<file path="src/design/avtc_pkg.sv">
// Shared types and constants of the adaptive video tier controller.
// Used by avtc_cap, avtc_decide and adaptive_video_tier_controller.
`timescale 1ns / 1ps

package avtc_pkg;

    // Quality tiers and the request code for automatic selection.
    localparam logic [2:0] TierLow      = 3'd0;
    localparam logic [2:0] TierMedium   = 3'd1;
    localparam logic [2:0] TierMedHigh  = 3'd2;
    localparam logic [2:0] TierHigh     = 3'd3;
    localparam logic [2:0] TierVeryHigh = 3'd4;
    localparam logic [2:0] TierAuto     = 3'd5;
    localparam logic [2:0] TierAutoCeil = TierMedHigh;

    // Reasons reported with a result word.
    localparam logic [2:0] ReasonNone    = 3'd0;
    localparam logic [2:0] ReasonClient  = 3'd1;
    localparam logic [2:0] ReasonCeiling = 3'd2;
    localparam logic [2:0] ReasonDown    = 3'd3;
    localparam logic [2:0] ReasonUp      = 3'd4;

    // Configuration register indexes.
    localparam logic [2:0] RegSessionStart = 3'd0;
    localparam logic [2:0] RegVideoWanted  = 3'd1;
    localparam logic [2:0] RegRateMedium   = 3'd2;
    localparam logic [2:0] RegRateMedHigh  = 3'd3;
    localparam logic [2:0] RegRateHigh     = 3'd4;
    localparam logic [2:0] RegRateVeryHigh = 3'd5;

    // Timing in milliseconds.
    localparam logic [32:0] StartupGraceMs    = 33'd15000;
    localparam logic [32:0] MinReconfMs       = 33'd5000;
    localparam logic [32:0] PostReconfGraceMs = 33'd12000;
    localparam logic [32:0] CooldownMs        = 33'd180000;

    // Streak thresholds and health limits.
    localparam logic [2:0]  BadNeededLow     = 3'd3;
    localparam logic [2:0]  BadNeededHigh    = 3'd6;
    localparam logic [2:0]  BadMax           = 3'd7;
    localparam logic [5:0]  GoodNeededLow    = 6'd10;
    localparam logic [5:0]  GoodNeededHigh   = 6'd45;
    localparam logic [5:0]  GoodMax          = 6'd63;
    localparam logic [9:0]  LossHard         = 10'd100;
    localparam logic [15:0] FramesUpLow      = 16'd8;
    localparam logic [15:0] FramesUpHigh     = 16'd20;
    localparam logic [15:0] FramesMeaningful = 16'd2;

    // Reset values of the configuration registers.
    localparam logic [19:0] RateMediumReset   = 20'd2500;
    localparam logic [19:0] RateMedHighReset  = 20'd6000;
    localparam logic [19:0] RateHighReset     = 20'd12000;
    localparam logic [19:0] RateVeryHighReset = 20'd25000;

    typedef struct packed {
        logic [31:0] session_start_ms;
        logic        video_wanted;
        logic [19:0] rate_medium_kbps;
        logic [19:0] rate_mediumhigh_kbps;
        logic [19:0] rate_high_kbps;
        logic [19:0] rate_veryhigh_kbps;
    } t_cfg;

    typedef struct packed {
        logic [2:0]  current_tier;
        logic [2:0]  bad_streak;
        logic [5:0]  good_streak;
        logic [31:0] last_reconfig_time;
        logic        reconfig_seen;
        logic [31:0] cooldown_end_time;
        logic        cooldown_armed;
    } t_state;

    // Result word, packed so that applied_tier_out sits in the lowest bits.
    typedef struct packed {
        logic       framecount_wanted;
        logic [2:0] change_reason;
        logic       reconfigured;
        logic [2:0] applied_tier_out;
    } t_result;

endpackage

</file>
<file path="src/design/avtc_cap.sv">
// Bitrate capping of a quality tier against the client limit.
// Depends on avtc_pkg for the tier codes and the configuration struct.
`timescale 1ns / 1ps

module avtc_cap (
    input  avtc_pkg::t_cfg i_cfg,
    input  logic [2:0]     i_tier,
    input  logic [19:0]    i_rate_cap_kbps,
    output logic [2:0]     o_tier
);

    logic [4:0] w_fits;
    logic [2:0] w_clamped;

    always_comb begin
        // Low carries no rate and always fits.
        w_fits[0] = 1'b1;
        w_fits[1] = i_cfg.rate_medium_kbps     <= i_rate_cap_kbps;
        w_fits[2] = i_cfg.rate_mediumhigh_kbps <= i_rate_cap_kbps;
        w_fits[3] = i_cfg.rate_high_kbps       <= i_rate_cap_kbps;
        w_fits[4] = i_cfg.rate_veryhigh_kbps   <= i_rate_cap_kbps;

        w_clamped = (i_tier > avtc_pkg::TierVeryHigh) ? avtc_pkg::TierVeryHigh : i_tier;

        if (i_rate_cap_kbps == 20'd0) begin
            o_tier = w_clamped;
        end else begin
            // Highest tier at or below the request whose rate fits the cap.
            o_tier = avtc_pkg::TierLow;
            for (int k = 1; k <= 4; k++) begin
                if (3'(k) <= w_clamped && w_fits[k]) begin
                    o_tier = 3'(k);
                end
            end
        end
    end

endmodule

</file>
<file path="src/design/avtc_decide.sv">
// Per-heartbeat tier decision: client requests, auto ceiling, step down and step up.
// Depends on avtc_pkg; the capped tier comes back from avtc_cap.
`timescale 1ns / 1ps

module avtc_decide (
    input  avtc_pkg::t_cfg   i_cfg,
    input  avtc_pkg::t_state i_state,
    input  logic [31:0]      i_now_ms,
    input  logic [2:0]       i_req_tier,
    input  logic [9:0]       i_loss_pm,
    input  logic [15:0]      i_frames_decoded,
    output logic [2:0]       o_target_tier,
    input  logic [2:0]       i_capped_tier,
    output avtc_pkg::t_state o_state,
    output logic             o_reconfigured,
    output logic [2:0]       o_change_reason
);

    logic        w_is_auto;
    logic        w_lossy;
    logic [2:0]  w_auto_target;
    logic [32:0] w_now;
    logic        w_min_ok;
    logic        w_in_startup;
    logic        w_in_post_grace;
    logic [32:0] w_cool_sum;
    logic [2:0]  w_bad_inc;
    logic [5:0]  w_good_inc;
    logic        w_promo;
    logic [5:0]  w_good_need;
    logic [15:0] w_frames_min;
    logic        w_apply;
    logic [2:0]  w_reason;

    always_comb begin
        w_is_auto = i_req_tier == avtc_pkg::TierAuto;
        w_lossy   = i_loss_pm >= avtc_pkg::LossHard;
        if (i_state.current_tier > avtc_pkg::TierAutoCeil) begin
            w_auto_target = avtc_pkg::TierAutoCeil;
        end else if (w_lossy) begin
            w_auto_target = i_state.current_tier - 3'd1;
        end else begin
            w_auto_target = i_state.current_tier + 3'd1;
        end
        o_target_tier = w_is_auto ? w_auto_target : i_req_tier;
    end

    always_comb begin
        w_now           = {1'b0, i_now_ms};
        w_min_ok        = !i_state.reconfig_seen ||
                          w_now >= {1'b0, i_state.last_reconfig_time} + avtc_pkg::MinReconfMs;
        w_in_startup    = w_now < {1'b0, i_cfg.session_start_ms} + avtc_pkg::StartupGraceMs;
        w_in_post_grace = i_state.reconfig_seen &&
                          w_now < {1'b0, i_state.last_reconfig_time} +
                          avtc_pkg::PostReconfGraceMs;
        w_cool_sum      = w_now + avtc_pkg::CooldownMs;
        w_bad_inc       = (i_state.bad_streak < avtc_pkg::BadMax) ?
                          i_state.bad_streak + 3'd1 : i_state.bad_streak;
        w_good_inc      = (i_state.good_streak < avtc_pkg::GoodMax) ?
                          i_state.good_streak + 6'd1 : i_state.good_streak;
        w_promo         = i_state.current_tier + 3'd1 >= avtc_pkg::TierMedHigh;
        w_good_need     = w_promo ? avtc_pkg::GoodNeededHigh : avtc_pkg::GoodNeededLow;
        w_frames_min    = w_promo ? avtc_pkg::FramesUpHigh : avtc_pkg::FramesUpLow;

        o_state  = i_state;
        w_apply  = 1'b0;
        w_reason = avtc_pkg::ReasonNone;

        if (i_cfg.video_wanted) begin
            if (!w_is_auto) begin
                if (i_capped_tier != i_state.current_tier) begin
                    w_apply  = 1'b1;
                    w_reason = avtc_pkg::ReasonClient;
                end
                o_state.bad_streak  = 3'd0;
                o_state.good_streak = 6'd0;
            end else if (!w_in_startup && !w_in_post_grace) begin
                if (i_state.current_tier > avtc_pkg::TierAutoCeil) begin
                    w_apply  = 1'b1;
                    w_reason = avtc_pkg::ReasonCeiling;
                end else if (w_lossy) begin
                    o_state.good_streak = 6'd0;
                    if (w_bad_inc >= ((i_state.current_tier >= avtc_pkg::TierMedHigh) ?
                                      avtc_pkg::BadNeededHigh : avtc_pkg::BadNeededLow)) begin
                        o_state.bad_streak = 3'd0;
                        if (i_state.current_tier > avtc_pkg::TierLow) begin
                            w_apply  = 1'b1;
                            w_reason = avtc_pkg::ReasonDown;
                        end
                        // Leaving a 60 fps tier holds off promotion for a while.
                        if (i_state.current_tier >= avtc_pkg::TierMedHigh) begin
                            o_state.cooldown_end_time = w_cool_sum[32] ?
                                                        32'hFFFF_FFFF : w_cool_sum[31:0];
                            o_state.cooldown_armed    = 1'b1;
                        end
                    end else begin
                        o_state.bad_streak = w_bad_inc;
                    end
                end else begin
                    o_state.bad_streak = 3'd0;
                    if (i_state.current_tier >= avtc_pkg::TierAutoCeil) begin
                        o_state.good_streak = 6'd0;
                    end else if (w_promo && i_frames_decoded == 16'd0) begin
                        o_state.good_streak = 6'd0;
                    end else if (i_frames_decoded >= avtc_pkg::FramesMeaningful &&
                                 i_frames_decoded < w_frames_min) begin
                        o_state.good_streak = 6'd0;
                    end else if (w_promo && i_state.cooldown_armed &&
                                 i_now_ms < i_state.cooldown_end_time) begin
                        o_state.good_streak = 6'd0;
                    end else if (w_good_inc >= w_good_need) begin
                        o_state.good_streak = 6'd0;
                        w_apply  = 1'b1;
                        w_reason = avtc_pkg::ReasonUp;
                    end else begin
                        o_state.good_streak = w_good_inc;
                    end
                end
            end
        end

        o_reconfigured  = 1'b0;
        o_change_reason = avtc_pkg::ReasonNone;
        if (w_apply && w_min_ok) begin
            o_state.current_tier       = i_capped_tier;
            o_state.last_reconfig_time = i_now_ms;
            o_state.reconfig_seen      = 1'b1;
            o_state.bad_streak         = 3'd0;
            o_state.good_streak        = 6'd0;
            o_reconfigured             = 1'b1;
            o_change_reason            = w_reason;
        end
    end

endmodule

</file>
<file path="src/design/adaptive_video_tier_controller.sv">
// Top level of the adaptive video tier controller: configuration registers,
// controller state and the result register. Depends on avtc_pkg, avtc_cap, avtc_decide.
`timescale 1ns / 1ps

// One heartbeat word is taken per clock, and its result word appears in the
// output register on the next cycle. The decision for a heartbeat is formed
// combinationally from the incoming word and the held state, so consecutive heartbeats
// see each other's state updates with no gap. The input is stalled only while a
// result word waits in the output register and the downstream side is not ready.
// Configuration writes are always accepted and should be made while idle.
module adaptive_video_tier_controller (
    input  logic        i_clk,
    input  logic        i_rst_n,
    // Configuration write channel.
    input  logic        i_cfg_valid,
    output logic        o_cfg_ready,
    input  logic [2:0]  i_cfg_index,
    input  logic [31:0] i_cfg_data,
    // Heartbeat input.
    input  logic        s_axis_tvalid,
    output logic        s_axis_tready,
    // tdata, low bit up: now_ms[31:0], req_tier[34:32], rate_cap_kbps[54:35],
    // loss_pm[64:55], frames_decoded[80:65], framecount_request[81], zero pad.
    input  logic [87:0] s_axis_tdata,
    // Result output.
    output logic        m_axis_tvalid,
    input  logic        m_axis_tready,
    // tdata, low bit up: applied_tier_out[2:0], reconfigured[3], change_reason[6:4],
    // framecount_wanted[7].
    output logic [7:0]  m_axis_tdata
);

    avtc_pkg::t_cfg    r_cfg;
    avtc_pkg::t_state  r_state;
    avtc_pkg::t_state  n_state;
    avtc_pkg::t_result r_result;
    avtc_pkg::t_result n_result;
    logic              r_out_valid;

    logic [2:0] w_target_tier;
    logic [2:0] w_capped_tier;
    logic       w_reconfigured;
    logic [2:0] w_change_reason;
    logic       w_accept;

    assign o_cfg_ready   = 1'b1;
    assign s_axis_tready = !r_out_valid || m_axis_tready;
    assign w_accept      = s_axis_tvalid && s_axis_tready;
    assign m_axis_tvalid = r_out_valid;
    assign m_axis_tdata  = r_result;

    avtc_cap u_cap (
        .i_cfg           (r_cfg),
        .i_tier          (w_target_tier),
        .i_rate_cap_kbps (s_axis_tdata[54:35]),
        .o_tier          (w_capped_tier)
    );

    avtc_decide u_decide (
        .i_cfg            (r_cfg),
        .i_state          (r_state),
        .i_now_ms         (s_axis_tdata[31:0]),
        .i_req_tier       (s_axis_tdata[34:32]),
        .i_loss_pm        (s_axis_tdata[64:55]),
        .i_frames_decoded (s_axis_tdata[80:65]),
        .o_target_tier    (w_target_tier),
        .i_capped_tier    (w_capped_tier),
        .o_state          (n_state),
        .o_reconfigured   (w_reconfigured),
        .o_change_reason  (w_change_reason)
    );

    always_comb begin
        n_result.applied_tier_out  = n_state.current_tier;
        n_result.reconfigured      = w_reconfigured;
        n_result.change_reason     = w_change_reason;
        n_result.framecount_wanted = s_axis_tdata[81];
    end

    always_ff @(posedge i_clk) begin
        if (!i_rst_n) begin
            r_cfg.session_start_ms     <= 32'd0;
            r_cfg.video_wanted         <= 1'b1;
            r_cfg.rate_medium_kbps     <= avtc_pkg::RateMediumReset;
            r_cfg.rate_mediumhigh_kbps <= avtc_pkg::RateMedHighReset;
            r_cfg.rate_high_kbps       <= avtc_pkg::RateHighReset;
            r_cfg.rate_veryhigh_kbps   <= avtc_pkg::RateVeryHighReset;
        end else if (i_cfg_valid) begin
            case (i_cfg_index)
                avtc_pkg::RegSessionStart: r_cfg.session_start_ms     <= i_cfg_data;
                avtc_pkg::RegVideoWanted:  r_cfg.video_wanted         <= i_cfg_data[0];
                avtc_pkg::RegRateMedium:   r_cfg.rate_medium_kbps     <= i_cfg_data[19:0];
                avtc_pkg::RegRateMedHigh:  r_cfg.rate_mediumhigh_kbps <= i_cfg_data[19:0];
                avtc_pkg::RegRateHigh:     r_cfg.rate_high_kbps       <= i_cfg_data[19:0];
                avtc_pkg::RegRateVeryHigh: r_cfg.rate_veryhigh_kbps   <= i_cfg_data[19:0];
                default: begin
                end
            endcase
        end
    end

    always_ff @(posedge i_clk) begin
        if (!i_rst_n) begin
            r_state.current_tier       <= avtc_pkg::TierMedium;
            r_state.bad_streak         <= 3'd0;
            r_state.good_streak        <= 6'd0;
            r_state.last_reconfig_time <= 32'd0;
            r_state.reconfig_seen      <= 1'b0;
            r_state.cooldown_end_time  <= 32'd0;
            r_state.cooldown_armed     <= 1'b0;
            r_out_valid                <= 1'b0;
        end else begin
            if (w_accept) begin
                r_state     <= n_state;
                r_out_valid <= 1'b1;
            end else if (m_axis_tready) begin
                r_out_valid <= 1'b0;
            end
        end
    end

    always_ff @(posedge i_clk) begin
        if (w_accept) begin
            r_result <= n_result;
        end
    end

endmodule
</file>
<file path="config.mk">
export PLATFORM = sky130hd
export DESIGN_NAME = adaptive_video_tier_controller
export DESIGN_NICKNAME = d
export VERILOG_FILES = /design/src/design/avtc_pkg.sv /design/src/design/avtc_cap.sv /design/src/design/avtc_decide.sv /design/src/design/adaptive_video_tier_controller.sv
export SDC_FILE = /design/constraint.sdc
export NUM_CORES = 1
export LEC_CHECK = 0
export BUFFER_PORTS_ARGS = -buffer_cell sky130_fd_sc_hd__buf_2
export CAP_MARGIN = 20
export CORE_UTILIZATION = 37
export CTS_CLUSTER_DIAMETER = 40
export DETAILED_ROUTE_END_ITERATION = 10
export GPL_TIMING_DRIVEN = 0
export RECOVER_POWER = 25
export SLEW_MARGIN = 20
export SYNTH_ARGS = -nofsm -noshare
export SYNTH_HDL_FRONTEND = slang
export SYNTH_SLANG_ARGS = --single-unit
export TNS_END_PERCENT = 10
</file>
<file path="constraint.sdc">
create_clock -name i_clk -period 5.5 [get_ports i_clk]
set_input_delay 0 -clock i_clk [delete_from_list [all_inputs] [get_ports i_clk]]
set_output_delay 0 -clock i_clk [all_outputs]
set_load 0.005 [all_outputs]
</file>
==> results of run 1 <==
synthesized netlist by cell type, types with 8 or more instances:
cell,instances
edfxtp_1,8
xnor2_1,49
nor4_1,14
nand2_1,307
o211ai_1,8
xor2_1,52
nor2_1,72
inv_1,90
a21oi_1,193
o21a_1,15
o21ai_1,19
and4_1,17
o221a_1,30
nand3_1,104
o21ai_0,61
a21o_1,50
and3_1,19
nand2b_1,16
clkbuf_1,72
nand4_1,36
nor3_1,29
mux2i_1,10
ha_1,223
dfxtp_1,192
nor2b_1,19
layer usage:
metal | part of all wire, % | vias up
li1 | - | 6967
met1 | 45 | 6517
met2 | 49 | 281
met3 | 3.9 | 51
met4 | 2.3 | 0
met5 | 0 | -
worst paths after layout:
check	from	endpoint	slack, ns	cells past startpoint
setup / recovery	r_state[39]	r_state[22]	0.19	24
hold / removal	s_axis_tdata[34]	m_axis_tdata[4]	0.1	4
hold reg to reg	r_cfg[82]	r_cfg[82]	0.46	2
setup reg to reg	r_state[39]	r_state[22]	0.19	24
tightest hold or removal path: stages:
cell,delay (ns)
buf_2,0.12
nand2_1,0.13
nor2_1,0.10
nor2_1,0.08
sequential cells by signal (all words and copies together), names as in the netlist:
signal / cells
r_cfg: 113
m_axis_tvalid: 1
m_axis_tdata: 8
r_state: 78
power by group through the flow:
stage               registers, µW  clock network [µW]  logic (µW)
floorplan                    1580                   0         536
global placement             1580                   0         792
detailed placement           1590                   0         818
CTS                          1550                1340         869
global route                 1560                1400         986
finish                       1550                1310         877
layout make-up:
type | instances | area share (%)
Buffer | 79 | 1.92
Clock buffer | 18 | 2.48
Clock inverter | 14 | 0.932
Inverter | 90 | 1.95
Multi-Input combinational cell | 1447 | 57.0
Sequential cell | 200 | 23.6
Tap cell | 518 | 3.74
Timing Repair Buffer | 213 | 8.36
metrics by stage:
step,worst slack (ns),instance area [µm²],util [%],cells
6_report,0.192,17300,44.8,2579
5_1_grt,-0.0286,17300,44.8,2579
4_1_cts,0.0334,17200,44.5,2574
3_5_place_dp,-1.63,15800,40.9,2465
3_3_place_gp,-1.54,15800,40.9,2465
2_1_floorplan,0.541,14500,-,1819
cell families (layout without fill, tap and decap cells):
family	Yosys count	count (layout)	synth area share, %
multiplexers	14	14	0.999
buffers and inverters	172	414	4.55
other	1	1	0.0258
adder cells (fa/ha/maj)	223	223	19.2
XOR/XNOR	101	101	6.09
AO/OA/AOI/OAI	442	442	19.4
flip-flops	200	200	28.1
AND/OR/NAND/NOR	666	666	21.6
timing repair:
item	4_1_cts	5_1_grt
pin swaps	3	5
gates cloned	0	3
endpoints found under the setup margin	85	78
endpoints found under the hold margin	153	0
hold buffers	71	0
setup buffers	6	5
resized for setup	12	35
==> reports/qor.yml, run 1 <==
outcome:
  status: "complete, no violations"
die:
  core_um2: 38600
  pin_count: 139
  rows: 72
  die_y_um: 200
  die_w_um: 200
  initial_utilization_pct: 37.6
  fp.dieArea_um2: 40100
sta:
  fmax_ghz: 0.188
  finClkSkew_ns: 0.0112
  setup_viol: 0
  holdWs_ns: 0.0968
  finalCriticalPeriod_ns: 5.31
  finalSetupTns_ns: 0
  slew_headroom_pct: 38.9
  hold_viol: 0
  final_max_slew_viol_count: 0
  rsz0062_at_grt: "true"
  period_share_pct: 96.5
  worstMarginPinSlew_ns: 0.916
clock_network:
  cts_buffers: 17
  cts-root-buf: "clkbuf_16"
  cts_sinks: 200
  h-tree-depth: 4
  clock_latency_ns: 0.46
  clk_pin_slew_ns: 0.07
  clock_path_buffers: 2
  cts_tree: "done"
final_layout:
  final_common_cell: "nand2_1"
  mostFrequentLayoutCells: "nand2_1, ha_1, a21oi_1"
  syn2layout_area_growth_pct: 19.2
  nets: 2399
  fill_cells: 3858
  seqCellArea_um2: 4090
  drive_gt1_share_pct: 10.2
  multi_input_area_um2: 9870
  num_antenna_cells: 0
global_routing:
  grt_pass1_vias: 13532
  met1_usage_pct: 27.3
  grt_max_degree: 19
  antenna_found_initial: 0
  grt.met3_usage_pct: 3.30
  grt_pass1_wl_um: 69600
  busiest_layer: "met2"
  track_usage_pct: 21.8
  grt_overflow: 0
  met2_usage_pct: 38.1
logic_synthesis:
  synth_area_per_cell_um2: 7.99
  ys_ff_latch: 200
  yosys.area.top_type: "dfxtp_1"
  syn-num-nets: 2170
  synthFlopType: "dfxtp_1"
  synthCells: 1819
  synth_edf_count: 8
  seq_area_frac_synth_pct: 28.1
  synthTopCellsByArea: "dfxtp_1, ha_1, nand2_1"
  synthDominantCellAreaShare_pct: 26.5
  netlist_area_um2: 14500
  async_reset_ff_share_pct: 0
  ys_warn_count: 0
  synthDistinctLibCells: 74
power_and_ir_drop:
  p_leak_uw: 0.00707
  p_sw_uw: 1190
  ir_drop_mv: 0.210
  powerDensity_nw_per_um2: 216
  comb_power_share_pct: 23.4
  clkPwrFrac_pct: 35.1
  p_seq_share_pct: 41.5
  total_power_uw: 3740
  swShare_pct: 31.8
  internal_power_uw: 2550
critical_path:
  crit_required_ns: 5.85
  path_delay_family: "simple AND/OR/NAND/NOR gates"
  crit_path_max_incr_delay_ns: 0.45
  path_buf_inv: 4
  critPathSlowestCell: "nor4_4"
  setup.worst_path.class: "flip-flop to flip-flop"
  path_cells: "inv_1 > ha_1 > a21boi_2 > nor3_1 > a21boi_1 > nor2_1 > nor2b_2 > nor2b_4 > and4_4 > nand3_1 > xor2_1 > ha_1 > nand4_1 > nor4_4 > o2111ai_2 > a21oi_4 > o211ai_1 > buf_4 > or3_4 > nor4b_4 > buf_6 > o31ai_4 > buf_2 > o221a_1"
  cp.arrival_ns: 5.66
  crit_path_end_kind: "flip-flop"
  worstPathMaxFanout: 7
  start_kind: "flip-flop"
  crit_path_frequent_cell: "ha_1"
drt:
  firstDrtPassIters: 5
  wire_per_inst_um: 17.0
  ant_nets: 0
  wl_um: 43700
  vias: 13816
  drc_errors: 0
  drt-initial-drc-count: 700
  routed_via_density: 5.36
run:
  drv_cap: 0
placement:
  portBuffers: 128
  place_hpwl_um: 34500
  place_congestion: 0.898
hold_path:
  holdCritPathClass: "primary input to flip-flop"
Power figures use the tool's default switching activity.
==> inputs of run 2 (changes only) <==
CORE_ASPECT_RATIO = 0.75   (was default)
clock period = 6 ns   (was 5.5 ns; I/O delays follow)
==> reports/qor.yml, run 2 (synthesis gave the netlist of run 1 again) <==
final_layout:
  seqCellArea_um2: 4090  # about the same
  fin_util_pct: 44.8  # about the same
  drive_gt1_share_pct: 9.72  # -0.47 points
  fill_cells: 3858  # unchanged
  mostFrequentLayoutCells: "nand2_1, ha_1, a21oi_1"
  multi_input_area_um2: 9830  # -0.33%
  final_common_cell: "nand2_1"
  largest_reg_flops: 113  # unchanged
  nets: 2395  # -0.17%
  num_antenna_cells: 0  # unchanged
  top_register: "r_cfg"
  syn2layout_area_growth_pct: 18.6
critical_path:
  crit_path_end_kind: "flip-flop"
  cp.arrival_ns: 6.06  # +0.40 ns
  start_kind: "flip-flop"
  path_cells: "inv_1 > ha_1 > a21boi_2 > nor3_1 > a21boi_1 > nor2_1 > nor2b_2 > nor2b_4 > and4_1 > nand3_1 > xor2_1 > ha_1 > nand4_1 > nor4_4 > o2111ai_2 > a21oi_2 > o211ai_1 > buf_4 > or3_4 > nor4b_4 > buf_4 > o31ai_1 > buf_2 > o221a_1"
  setup.worst_path.class: "flip-flop to flip-flop"
  path_buf_inv: 4  # unchanged
  worstPathMaxFanout: 10  # +3
  crit_required_ns: 6.35  # +0.50 ns
  critPathSlowestCell: "or3_4"
  crit_path_max_incr_delay_ns: 0.43  # -0.02 ns
  path_delay_family: "simple AND/OR/NAND/NOR gates"
drt:
  wire_per_inst_um: 17.6  # +4.0%
  drc_errors: 0  # unchanged
  vias: 13903  # +0.63%
  firstDrtPassIters: 5  # unchanged
  routed_via_density: 5.41  # +1.0%
  ant_nets: 0  # unchanged
  drt-initial-drc-count: 927  # +32%
  wl_um: 45300  # +3.6%
power_and_ir_drop:
  clkPwrFrac_pct: 34.8  # -0.3 points
  p_sw_uw: 1150  # -2.9%
  p_seq_share_pct: 41.5  # about the same
  ir_drop_mv: 0.215  # +2.4%
  comb_power_share_pct: 23.7  # +0.3 points
  powerDensity_nw_per_um2: 199  # -7.9%
  swShare_pct: 33.6  # +1.9 points
  internal_power_uw: 2280  # -11%
  p_leak_uw: 0.00704  # -0.37%
  total_power_uw: 3430  # -8.4%
clock_network:
  cts_tree: "done"
  h-tree-depth: 4  # unchanged
  clock_path_buffers: 2  # unchanged
  clk_pin_slew_ns: 0.08  # about the same
  clock_latency_ns: 0.47  # about the same
  cts_sinks: 200  # unchanged
  cts-root-buf: "clkbuf_16"
  cts_buffers: 17  # unchanged
sta:
  finClkSkew_ns: 0.0184  # +0.00722 ns
  fmax_ghz: 0.175  # -7.1%
  setup_viol: 0  # unchanged
  final_max_slew_viol_count: 0  # unchanged
  hold_viol: 0  # unchanged
  finalCriticalPeriod_ns: 5.71  # +0.405 ns
  worstMarginPinSlew_ns: 0.967  # +0.0509 ns
  period_share_pct: 95.2  # -1.3 points
  slew_headroom_pct: 35.1  # -3.8 points
  rsz0062_at_grt: "false"
placement:
  place_congestion: 0.876  # -2.4%
  place_hpwl_um: 35200  # +2.1%
  portBuffers: 128  # unchanged
global_routing:
  grt_max_degree: 22  # +3
  grt_pass1_vias: 13015  # -3.8%
  grt_overflow: 0  # unchanged
  grt_pass1_wl_um: 71300  # +2.4%
  antenna_found_initial: 0  # unchanged
  track_usage_pct: 22.7  # +0.87 points
die:
  pin_count: 139  # unchanged
  fp.dieArea_um2: 40100  # about the same
  rows: 62  # -14%
  die_y_um: 174  # -13%
  initial_utilization_pct: 37.8  # +0.17 points
  core_um2: 38500  # -0.44%
  die_w_um: 231  # +15%
hold_path:
  holdCritPathClass: "primary input to flip-flop"
run:
  drv_cap: 0  # unchanged
outcome:
  status: "complete, no violations"
## run 2: changes by cell type in the layout (fill, tap and decap cells not counted), sizes merged
| cell | before | now |
|---|---|---|
| bufinv | 2 | 0 |
| clkinv | 4 | 6 |
| dlygate4sd3 | 71 | 72 |
| inv | 96 | 97 |
| clkbuf | 96 | 95 |
| buf | 143 | 138 |
## run 2: cell type report
cell class              instances  share of cell area, %
multi-input cells            1447                   57.1
flip-flops and latches        200                   23.7
repair buffers                207                   8.17
well taps                     512                   3.72
clock buffers                  17                   2.47
inverters                      90                   1.96
plain buffers                  81                   1.92
clock inverters                15                   1.01
## run 2: metrics by stage
stage / hold WS [ns] / instance area, µm² / setup WS, ns / TNS [ns] / std cells
final: 0.129 / 17200 / 0.287 / 0 / 2569
after global routing: 0.153 / 17200 / 0.0111 / 0 / 2569
after CTS: 0.0932 / 17200 / 0.0274 / 0 / 2567
after detailed placement: 0.189 / 15800 / -1.37 / -81.78 / 2459
after global placement: 0.184 / 15800 / -1.33 / -77.43 / 2459
after floorplan: 0.0989 / 14500 / 1.04 / 0 / 1819
## run 2: power by group through the flow
stage	Combinational, µW	Sequential [µW]	Clock (µW)
after floorplan	491	1440	0
after CTS	799	1420	1220
after detailed placement	753	1450	0
final	812	1420	1190
after global routing	911	1430	1270
after global placement	733	1450	0
## run 2: path summary, 6_finish.rpt
kind	from	endpoint	slack, ns	depth (start not counted)
worst max register to register	r_state[40]	r_state[17]	0.29	24
worst min register to register	r_cfg[0]	r_cfg[0]	0.46	2
worst max-delay path	r_state[40]	r_state[17]	0.29	24
worst min-delay path	s_axis_tdata[33]	m_axis_tdata[4]	0.13	5
## run 2: worst min-delay path, delay by kind of cell
kind          cells  cell delay (ns)
simple gates      4             0.35
buf+inv           1             0.12
## run 2: timing repair
action / 4_1_cts / 5_1_grt
setup buffers: 4 / 3
hold endpoints to repair: 154 / 0
setup endpoints to repair: 85 / 83
gates resized for setup: 9 / 18
hold buffers: 72 / 0
pin swaps: 2 / 4
## run 2: per-layer routing
| layer | track usage [%] | part of all wire, % |
|---|---|---|
| met4 | 6.32 | 2.0 |
| met1 | 32.9 | 50 |
| met5 | 0 | 0 |
| met2 | 32.7 | 40 |
| met3 | 5.69 | 7.6 |
